==> config.mk <==
export PLATFORM = sky130hd
export DESIGN_NAME = stx_etx_frame_encoder_crc16
export DESIGN_NICKNAME = d
export VERILOG_FILES = /design/src/rtl/stxenc_pkg.sv /design/src/rtl/stx_etx_frame_encoder_crc16.sv
export SDC_FILE = /design/constraint.sdc
export NUM_CORES = 1
export LEC_CHECK = 0
export ABC_AREA = 1
export ABC_CLOCK_PERIOD_IN_PS = 5000
export BUFFER_PORTS_ARGS = -buffer_cell sky130_fd_sc_hd__buf_2
export CORE_ASPECT_RATIO = 0.9
export CORE_MARGIN = 3
export CORE_UTILIZATION = 54
export CTS_BUF_LIST = sky130_fd_sc_hd__clkbuf_4 sky130_fd_sc_hd__clkbuf_8
export CTS_CLUSTER_DIAMETER = 200
export DETAILED_ROUTE_END_ITERATION = 8
export PLACE_DENSITY = 0.77
export SLEW_MARGIN = 30
export SYNTH_ARGS = -nofsm -noshare
export SYNTH_HDL_FRONTEND = slang
export SYNTH_SLANG_ARGS = --single-unit
==> constraint.sdc <==
create_clock -name clk -period 5 [get_ports clk]
set_input_delay 0.5 -clock clk [delete_from_list [all_inputs] [get_ports clk]]
set_output_delay 0.5 -clock clk [all_outputs]
set_load 0.05 [all_outputs]
==> src/rtl/stxenc_pkg.sv <==
// Package with constants, register indexes and the CRC-16 byte update for the frame encoder.
`timescale 1ns / 1ps

package stxenc_pkg;

  localparam int unsigned LEN_BITS = 16;
  localparam logic [31:0] LEN_MASK = 32'((64'd1 << LEN_BITS) - 64'd1);

  localparam logic [15:0] CRC_INIT = 16'hFFFF;
  localparam logic [15:0] CRC_POLY = 16'h1021;
  localparam logic [15:0] CRC_TOP  = 16'h8000;

  localparam int unsigned MAX_RESULTS = 9;
  localparam int unsigned CNT_BITS    = $clog2(MAX_RESULTS + 1);

  localparam logic [7:0] START_BYTE_RST  = 8'd2;
  localparam logic [7:0] END_BYTE_RST    = 8'd3;
  localparam logic [15:0] MAX_PAYLOAD_RST = 16'd4096;

  typedef enum logic [1:0] {
    REG_START_BYTE  = 2'd0,
    REG_END_BYTE    = 2'd1,
    REG_MAX_PAYLOAD = 2'd2,
    REG_NONE        = 2'd3
  } reg_idx_t;

  function automatic logic [15:0] crc16_byte(input logic [15:0] crc_in,
                                             input logic [7:0] data);
    logic [15:0] crc;
    crc = crc_in ^ {data, 8'h00};
    for (int k = 0; k < 8; k++) begin
      if ((crc & CRC_TOP) != 16'h0000) begin
        crc = {crc[14:0], 1'b0} ^ CRC_POLY;
      end else begin
        crc = {crc[14:0], 1'b0};
      end
    end
    return crc;
  endfunction

endpackage

==> src/rtl/stx_etx_frame_encoder_crc16.sv <==
// Top level of the STX/ETX frame encoder with length prefix and CRC-16 trailer.
// An item is registered in the input register at its transfer, and its results are loaded
// into the result buffer once the buffer is empty or is giving up its last result.
// Throughput: one input item per cycle while each item gives one result and the output does
// not stall; an item that gives N results holds the buffer for N transfers, one byte each.
// Reset (synchronous, active low) empties both stages, closes any open frame and restores
// the registers to start byte 2, end byte 3 and maximum payload 4096.
`timescale 1ns / 1ps

module stx_etx_frame_encoder_crc16
  import stxenc_pkg::*;
(
  input  logic        clk,
  input  logic        rst_n,
  // Input stream.
  input  logic        in_tvalid,
  output logic        in_tready,
  input  logic [23:0] in_tdata,   // [7:0] data_byte, [23:8] frame_len
  input  logic [0:0]  in_tuser,   // [0] frame_start
  // Result stream.
  output logic        out_tvalid,
  input  logic        out_tready,
  output logic [7:0]  out_tdata,  // [7:0] out_byte
  output logic        out_tlast,
  output logic [1:0]  out_tuser,  // [0] frame_end, [1] rejected
  // Configuration port.
  input  logic        psel,
  input  logic        penable,
  input  logic        pwrite,
  input  logic [3:0]  paddr,
  input  logic [31:0] pwdata,
  output logic [31:0] prdata,
  output logic        pready
);

  logic [7:0]  start_byte_r;
  logic [7:0]  end_byte_r;
  logic [15:0] max_payload_r;
  reg_idx_t    reg_idx;

  logic        s1_valid_r;
  logic [7:0]  s1_data_r;
  logic        s1_start_r;
  logic [15:0] s1_len_r;

  logic        in_frame_r, in_frame_nxt;
  logic [15:0] bytes_left_r, bytes_left_nxt;
  logic [15:0] crc_r, crc_nxt;

  logic [7:0]          res_byte_r [MAX_RESULTS];
  logic [7:0]          res_byte_nxt [MAX_RESULTS];
  logic [7:0]          shift_byte [MAX_RESULTS];
  logic [CNT_BITS-1:0] res_cnt_r, res_cnt_nxt;
  logic                res_fend_r, res_fend_nxt;
  logic                res_rej_r, res_rej_nxt;

  logic        take;
  logic        proc;
  logic        hdr;
  logic        drop;
  logic        reject;
  logic        tail;
  logic [31:0] len32;
  logic [15:0] len16;
  logic [15:0] cur_left;
  logic [15:0] new_left;
  logic [15:0] cur_crc;
  logic [15:0] new_crc;
  logic [7:0]  list_byte [MAX_RESULTS];
  logic [CNT_BITS-1:0] list_cnt;

  // Configuration registers.
  assign pready  = 1'b1;
  assign reg_idx = reg_idx_t'(paddr[3:2]);

  always_ff @(posedge clk) begin
    if (!rst_n) begin
      start_byte_r  <= START_BYTE_RST;
      end_byte_r    <= END_BYTE_RST;
      max_payload_r <= MAX_PAYLOAD_RST;
    end else if (psel && penable && pwrite && pready) begin
      unique case (reg_idx)
        REG_START_BYTE:  start_byte_r  <= pwdata[7:0];
        REG_END_BYTE:    end_byte_r    <= pwdata[7:0];
        REG_MAX_PAYLOAD: max_payload_r <= pwdata[15:0];
        REG_NONE: ;
      endcase
    end
  end

  always_comb begin
    unique case (reg_idx)
      REG_START_BYTE:  prdata = {24'h0, start_byte_r};
      REG_END_BYTE:    prdata = {24'h0, end_byte_r};
      REG_MAX_PAYLOAD: prdata = {16'h0, max_payload_r};
      REG_NONE:        prdata = 32'h0;
    endcase
  end

  // Handshake between the input register and the result buffer.
  assign out_tvalid = (res_cnt_r != '0);
  assign take       = out_tvalid && out_tready;
  assign proc       = s1_valid_r && ((res_cnt_r == '0) ||
                      ((res_cnt_r == CNT_BITS'(1)) && out_tready));
  assign in_tready  = !s1_valid_r || proc;

  always_ff @(posedge clk) begin
    if (!rst_n) begin
      s1_valid_r <= 1'b0;
    end else if (in_tvalid && in_tready) begin
      s1_valid_r <= 1'b1;
    end else if (proc) begin
      s1_valid_r <= 1'b0;
    end
  end

  always_ff @(posedge clk) begin
    if (in_tvalid && in_tready) begin
      s1_data_r  <= in_tdata[7:0];
      s1_len_r   <= in_tdata[23:8];
      s1_start_r <= in_tuser[0];
    end
  end

  // Frame logic for the item in the input register.
  assign len32    = {16'h0, s1_len_r} & LEN_MASK;
  assign len16    = len32[15:0];
  assign hdr      = !in_frame_r && s1_start_r;
  assign drop     = !in_frame_r && !s1_start_r;
  assign reject   = hdr && ((len16 == 16'h0) || (len16 > max_payload_r));
  assign cur_left = hdr ? len16 : bytes_left_r;
  assign cur_crc  = hdr ? CRC_INIT : crc_r;
  assign new_crc  = crc16_byte(cur_crc, s1_data_r);
  assign new_left = (cur_left - 16'd1) & LEN_MASK[15:0];
  assign tail     = (new_left == 16'h0);

  always_comb begin
    for (int i = 0; i < MAX_RESULTS; i++) begin
      list_byte[i] = 8'h00;
    end
    list_cnt = '0;
    if (drop) begin
      list_cnt = '0;
    end else if (reject) begin
      list_cnt = CNT_BITS'(1);
    end else if (hdr) begin
      list_byte[0] = start_byte_r;
      list_byte[1] = len32[7:0];
      list_byte[2] = len32[15:8];
      list_byte[3] = len32[23:16];
      list_byte[4] = len32[31:24];
      list_byte[5] = s1_data_r;
      list_byte[6] = new_crc[7:0];
      list_byte[7] = new_crc[15:8];
      list_byte[8] = end_byte_r;
      list_cnt     = tail ? CNT_BITS'(9) : CNT_BITS'(6);
    end else begin
      list_byte[0] = s1_data_r;
      list_byte[1] = new_crc[7:0];
      list_byte[2] = new_crc[15:8];
      list_byte[3] = end_byte_r;
      list_cnt     = tail ? CNT_BITS'(4) : CNT_BITS'(1);
    end
  end

  always_comb begin
    in_frame_nxt   = in_frame_r;
    bytes_left_nxt = bytes_left_r;
    crc_nxt        = crc_r;
    if (proc && !drop && !reject) begin
      in_frame_nxt   = !tail;
      bytes_left_nxt = new_left;
      crc_nxt        = tail ? CRC_INIT : new_crc;
    end
  end

  always_ff @(posedge clk) begin
    if (!rst_n) begin
      in_frame_r   <= 1'b0;
      bytes_left_r <= 16'h0;
      crc_r        <= CRC_INIT;
    end else begin
      in_frame_r   <= in_frame_nxt;
      bytes_left_r <= bytes_left_nxt;
      crc_r        <= crc_nxt;
    end
  end

  // Result buffer: entry zero is on the output and the rest shift down per transfer.
  always_comb begin
    for (int i = 0; i < MAX_RESULTS - 1; i++) begin
      shift_byte[i] = res_byte_r[i+1];
    end
    shift_byte[MAX_RESULTS-1] = 8'h00;
  end

  always_comb begin
    res_byte_nxt = res_byte_r;
    res_cnt_nxt  = res_cnt_r;
    res_fend_nxt = res_fend_r;
    res_rej_nxt  = res_rej_r;
    if (proc) begin
      res_byte_nxt = list_byte;
      res_cnt_nxt  = list_cnt;
      res_fend_nxt = !reject && tail;
      res_rej_nxt  = reject;
    end else if (take) begin
      res_byte_nxt = shift_byte;
      res_cnt_nxt  = res_cnt_r - CNT_BITS'(1);
    end
  end

  always_ff @(posedge clk) begin
    if (!rst_n) begin
      res_cnt_r <= '0;
    end else begin
      res_cnt_r <= res_cnt_nxt;
    end
  end

  always_ff @(posedge clk) begin
    res_byte_r <= res_byte_nxt;
    res_fend_r <= res_fend_nxt;
    res_rej_r  <= res_rej_nxt;
  end

  assign out_tdata    = res_byte_r[0];
  assign out_tlast    = (res_cnt_r == CNT_BITS'(1));
  assign out_tuser[0] = out_tlast && res_fend_r;
  assign out_tuser[1] = res_rej_r;

`ifndef ASSERT_OFF
  a_frame_has_bytes: assert property (@(posedge clk) disable iff (!rst_n)
    in_frame_r |-> (bytes_left_r != 16'h0))
    else $error("Open frame with no payload bytes left.");

  a_load_when_free: assert property (@(posedge clk) disable iff (!rst_n)
    proc |-> ((res_cnt_r == '0) || ((res_cnt_r == CNT_BITS'(1)) && take)))
    else $error("Result buffer overwritten before its last transfer.");

  a_reject_single: assert property (@(posedge clk) disable iff (!rst_n)
    (out_tvalid && out_tuser[1]) |-> (out_tlast && (out_tdata == 8'h00) && !out_tuser[0]))
    else $error("Rejected result is not a single zero byte.");

  a_fend_closes: assert property (@(posedge clk) disable iff (!rst_n)
    (take && out_tuser[0]) |=> !in_frame_r || $past(proc))
    else $error("Frame still open after its end byte.");
`endif

endmodule

==> results.cfg, run 1 <==
[sta]
finalHoldViolations = 0
setup_viol = 0
period_minus_slack_ns = 3.746
post-route-period-util_pct = 74.91
tightest_slew_ns = 0.8732
grt_setup_unrepaired = false
drv_slew = 0
timing.fmax_mhz = 267.0
max_slew_margin_pct = 41.61
skew_ns = 0.01472
tns_ns = 0

[global_routing]
grt_max_degree = 79
antenna_found_initial = 0
gr-total-overflow = 0
grt_pass1_vias = 6378
grt_usage_pct = 24.10
grt_pass1_wl_um = 33670

[power]
p_leak_nw = 4.244
peakVddDrop_uv = 360.2
power_density_mw_per_mm2 = 510.6

[drt]
via_count = 6934
firstDrtPassIters = 7
routed_via_density = 5.342
ant_nets = 0
wire_per_inst_um = 16.35
post-route-drc-count = 0
routed_wl_um = 21220
drt_iter0_drc = 833

[critical_path]
crit_top_cell = nand2_1
crit_path_cell_trace = inv_2 -> nor2_4 -> buf_4 -> o21ai_2 -> ha_1 -> nand3_1 -> nor2_1 -> nand3_1 -> nand2_1 -> nand2_1 -> nor2_1 -> nand2_1 -> nor2_2 -> nand2_2 -> ha_1 -> o21ai_0 -> a21oi_1
critPathKind = reg -> reg
cp_max_fo = 26
critPathSlowestCell = edfxtp_1
worstPathArrival_ns = 4.09
cpPeakStageDelay_ns = 0.62
timing.critical_path.required_ns = 5.35
worstSetupStartpointType = flop
worst_setup_path_end_kind = flop

[floorplan]
core.rowCount = 43
io_pins = 114
core_area_mm2 = 0.01566
die_area_mm2 = 0.01783
fp.dieH_um = 127.0
start_util_pct = 56.10
die_x_um = 140.4

[cts]
numClockSinks = 169
clk_path_buf_depth = 2
clock_latency_ns = 0.46
ctsHoldBuffers = 0
cts_buffers = 17
ctsResizeCount = 0
cts_htree_levels = 4
clkSlewWorstSetupHoldPaths_ns = 0.09
cts_tree = done
root_buffer = clkbuf_8
cts_setup_buffers = 0

[cells_and_area]
syn_to_final_growth_pct = 8.390
fill_cells = 1390
fin_cells = 1298
diodes = 0
nNetsFinal = 1174
final_util_pct = 60.81
drive_above_1_share_pct = 17.24
design_area_mm2 = 0.009520

[placement]
detailed_place_hpwl_um = 14790
port_buffers = 78
dp.cells = 1266
place.gp.congestion = 0.9032
dpl-instance-area_mm2 = 0.009151

[yosys]
ys_types = 44
synth_simple_gate_area_share_pct = 21.14
synth-compound-area-share_pct = 12.46
synth-seq-cells = 169
synth_xor_area_share_pct = 2.835
syn_avg_cell_area_um2 = 8.519
yosys-top-cells-count = nand2_1, inv_1, o21ai_0
synth_cells = 1031
synth-edff-count = 99
synth.most_common_cell = nand2_1
synth.largest_area_cell = edfxtp_1
synth_flop_cell = edfxtp_1
async_reset_ff_share_pct = 0
seq_area_frac_synth_pct = 49.80
synth_top_family_by_area = simple AND/OR/NAND/NOR gates
netlist.area_leader.share_pct = 33.85
synthTopCellsByArea = edfxtp_1, dfxtp_1, nand2_1
muxShareOfSynthArea_pct = 0
yosysWarnings = 0
mappedNetlistArea_mm2 = 0.008783
synth_fa_ha_area_share_pct = 3.276

[flow_run]
maxCapViolCount = 0

[status]
status = completed

[worst_hold_path]
hp-class = in -> reg
-- where the power goes --
part	internal, mW	switching [mW]	total [mW]
Combinational	0.473	1.25	1.73
Sequential	2.06	0.150	2.21
Clock	0.409	0.515	0.924
Total	2.94	1.92	4.86
-- path summary, 6_finish.rpt --
path,start,to,slack [ns],cells after the start
setup / recovery,s1_start_r,res_cnt_r[0],1.25,17
setup reg to reg,s1_start_r,res_cnt_r[0],1.25,17
hold / removal,in_tdata[22],len16[14],0.21,1
hold reg to reg,bytes_left_r[13],bytes_left_r[13],0.46,2
-- critical path: cells and delay by family, from the launching register on --
kind                     cells  cell delay (ns)
AO/OA/AOI/OAI                3             0.53
adder cells (fa/ha/maj)      2             0.69
AND/OR/NAND/NOR             10             1.40
buffers and inverters        2             0.38
flip-flops                   1             0.62
-- per-stage QoR --
step / total power [mW] / hold slack, ns / worst slack (ns)
finish: 4.861 / 0.2112 / 1.254
global route: 5.161 / 0.1649 / 0.9586
CTS: 4.875 / 0.1830 / 1.263
detailed placement: 3.959 / 0.4536 / 1.281
global placement: 3.900 / 0.4420 / 1.323
floorplan: 3.566 / 0.4297 / 1.117
-- layout by cell type (no fill, tap or decap), types with 7 or more instances in the layout --
cell type / synthesis / layout
a21oi_1: 47 / 47
buf_2: 7 / 77
buf_4: 27 / 10
clkbuf_8: 0 / 17
conb_1: 2 / 17
dfxtp_1: 70 / 70
edfxtp_1: 99 / 99
ha_1: 23 / 23
inv_1: 119 / 118
inv_2: 7 / 8
inv_4: 1 / 7
nand2_1: 234 / 233
nand2_2: 20 / 21
nand3_1: 30 / 30
nand3_2: 15 / 15
nand4_1: 12 / 12
nor2_1: 82 / 82
o21ai_0: 112 / 112
o221ai_1: 7 / 7
o31ai_1: 11 / 11
xor2_1: 19 / 19
-- cell type report --
type / instances / area, um^2 / share of cell area [%]
multi-input cells: 677 / 3566 / 37.46
flip-flops and latches: 169 / 4374 / 45.95
clock buffers: 19 / 249.0 / 2.615
inverters: 130 / 490.5 / 5.152
well taps: 202 / 252.7 / 2.655
repair buffers: 88 / 471.7 / 4.955
clock inverters: 13 / 116.4 / 1.222
-- metal layers --
metal	GRT usage, %	vias to the layer above	part of all wire (%)
met1	35.61	3211	47
met3	4.940	17	7.5
met4	5.128	0	0.89
met5	0	-	0
met2	37.08	256	45
li1	-	3450	-
-- logic make-up after synthesis --
logic type      count (synthesis)
other cells                     2
buf+inv                       200
compound gates                196
simple gates                  416
xor+xnor                       25
flops                         169
fa+ha+maj                      23
-- sequential cells by signal, summed over array words and instances, names as in the netlist --
register       count
bytes_left_r      16
crc_r             16
end_byte_r         8
in_frame_r         1
len16             16
max_payload_r     16
out_tdata          8
res_byte_r        64
res_cnt_r          4
res_fend_r         1
res_rej_r          1
s1_data_r          8
s1_start_r         1
s1_valid_r         1
start_byte_r       8
Power figures use the tool's default switching activity.
==> run 2: changes to the inputs <==
- ABC_CLOCK_PERIOD_IN_PS: 5000 -> 3740
- CORE_UTILIZATION: 54 -> 60
- PLACE_DENSITY: 0.77 -> 0.81
- clock period: 5 -> 3.74 ns (I/O delays scaled with it)
==> results.cfg, run 2 (synthesis results as in run 1) <==
[global_routing]
grt_max_degree = 74
antenna_found_initial = 0
grt_pass1_vias = 6632
gr-total-overflow = 0
grt_usage_pct = 27.33
grt_pass1_wl_um = 34070

[cts]
numClockSinks = 169
ctsHoldBuffers = 0
root_buffer = clkbuf_8
ctsResizeCount = 0
clock_latency_ns = 0.47
clkSlewWorstSetupHoldPaths_ns = 0.09
cts_tree = done
clk_path_buf_depth = 2
cts_buffers = 17
cts_htree_levels = 4
cts_setup_buffers = 0

[sta]
setup_viol = 0
finalHoldViolations = 0
timing.fmax_mhz = 319.5
tns_ns = 0
post-route-period-util_pct = 83.70
tightest_slew_ns = 0.9305
fin_hold_ws_ns = 0.07039
drv_slew = 0
max_slew_margin_pct = 37.96
grt_setup_unrepaired = false
skew_ns = 0.01116
period_minus_slack_ns = 3.130

[drt]
routed_via_density = 5.456
wire_per_inst_um = 16.45
drt_iter0_drc = 799
firstDrtPassIters = 6
via_count = 7066
ant_nets = 0
routed_wl_um = 21310
post-route-drc-count = 0

[floorplan]
die_area_mm2 = 0.01613
start_util_pct = 62.04
fp.dieH_um = 120.8
io_pins = 114
die_x_um = 133.5
core_area_mm2 = 0.01416
core.rowCount = 41

[power]
power_density_mw_per_mm2 = 689.7
peakVddDrop_uv = 436.6
p_leak_nw = 4.285

[cells_and_area]
layout_commonest_cell = nand2_1
fill_cells = 1165
syn_to_final_growth_pct = 9.103
largest_reg_flops = 64
top_register = res_byte_r
nNetsFinal = 1180
seqCellArea_mm2 = 0.004374
final_cell_mix = nand2_1, inv_1, o21ai_0
fin_cells = 1295
drive_above_1_share_pct = 17.70
multiInputGateArea_mm2 = 0.003566
diodes = 0

[critical_path]
cpPeakStageDelay_ns = 0.49
crit_top_cell = nand2_1
cp_max_fo = 20
worstPathArrival_ns = 3.53
cp_top_family = simple AND/OR/NAND/NOR gates
critPathKind = reg -> reg
critPathSlowestCell = dfxtp_1
worst_setup_path_end_kind = flop
crit_path_cell_trace = inv_4 -> nand2_4 -> buf_4 -> nand2_1 -> nand3_1 -> inv_1 -> nand2_1 -> nand2_1 -> nor2_1 -> nand2_1 -> nor2_1 -> nand2_1 -> nor2_2 -> nand2_2 -> buf_4 -> inv_1 -> ha_1 -> nand2_1 -> a21oi_1
worstSetupStartpointType = flop
timing.critical_path.required_ns = 4.14
critPathBufInv = 5

[placement]
place.gp.congestion = 0.8987
detailed_place_hpwl_um = 15190
port_buffers = 78
dp.cells = 1263

[flow_run]
maxCapViolCount = 0

[status]
status = completed

[worst_hold_path]
hp-class = in -> reg
run 2: changes by cell type in the layout (fill, tap and decap cells not counted), moves of 2 or more:
cell      before  now
clkbuf_8      17   19
clkinv_2       1    3
inv_4          7    2
clkinv_4       4    2
buf_4         10   16
run 2: cell type report:
type / count / area share, %
clock buffers: 22 / 2.964
clock inverters: 10 / 1.214
inverters: 130 / 5.118
multi-input cells: 677 / 37.21
flip-flops and latches: 169 / 45.65
well taps: 193 / 2.520
repair buffers: 94 / 5.327
run 2: metrics by stage:
step / utilization [%] / power, mW / cell area (um^2) / setup slack [ns]
floorplan: - / 4.763 / 8851 / 0.6240
global placement: 64.86 / 5.234 / 9183 / 0.7248
detailed placement: 64.86 / 5.304 / 9183 / 0.6790
CTS: 67.68 / 6.599 / 9583 / 0.6577
global route: 67.68 / 7.009 / 9583 / 0.3081
finish: 67.68 / 6.609 / 9583 / 0.6096
run 2: worst reg2reg max path: stages (launching register included):
cell     delay, ns
dfxtp_1       0.49
inv_4         0.17
nand2_4       0.25
buf_4         0.31
nand2_1       0.15
nand3_1       0.22
inv_1         0.09
nand2_1       0.11
nand2_1       0.07
nor2_1        0.10
nand2_1       0.06
nor2_1        0.15
nand2_1       0.10
nor2_2        0.10
nand2_2       0.07
buf_4         0.23
inv_1         0.09
ha_1          0.13
nand2_1       0.05
a21oi_1       0.12
run 2: power by group:
part	internal [mW]	switching (mW)	leakage [nW]
Clock	0.654	0.664	0.212
Sequential	2.76	0.198	1.53
Combinational	0.639	1.70	2.54
run 2: worst paths after layout:
| kind | from | to | slack [ns] | depth (start not counted) |
|---|---|---|---|---|
| worst max-delay path | in_frame_r | res_cnt_r[3] | 0.61 | 19 |
| worst min-delay path | in_tdata[7] | s1_data_r[7] | 0.07 | 1 |
| worst max register to register | in_frame_r | res_cnt_r[3] | 0.61 | 19 |
| worst min register to register | bytes_left_r[6] | bytes_left_r[6] | 0.47 | 2 |
run 2: routing by layer:
metal / up-vias / global-route usage (%) / wire, um / part of all wire [%]
met2: 315 / 40.99 / 9578 / 45
met4: 0 / 10.86 / 539 / 2.5
li1: 3456 / - / - / -
met3: 50 / 6.364 / 1921 / 9.0
met5: - / 0 / 0 / 0
met1: 3245 / 38.65 / 9270 / 44
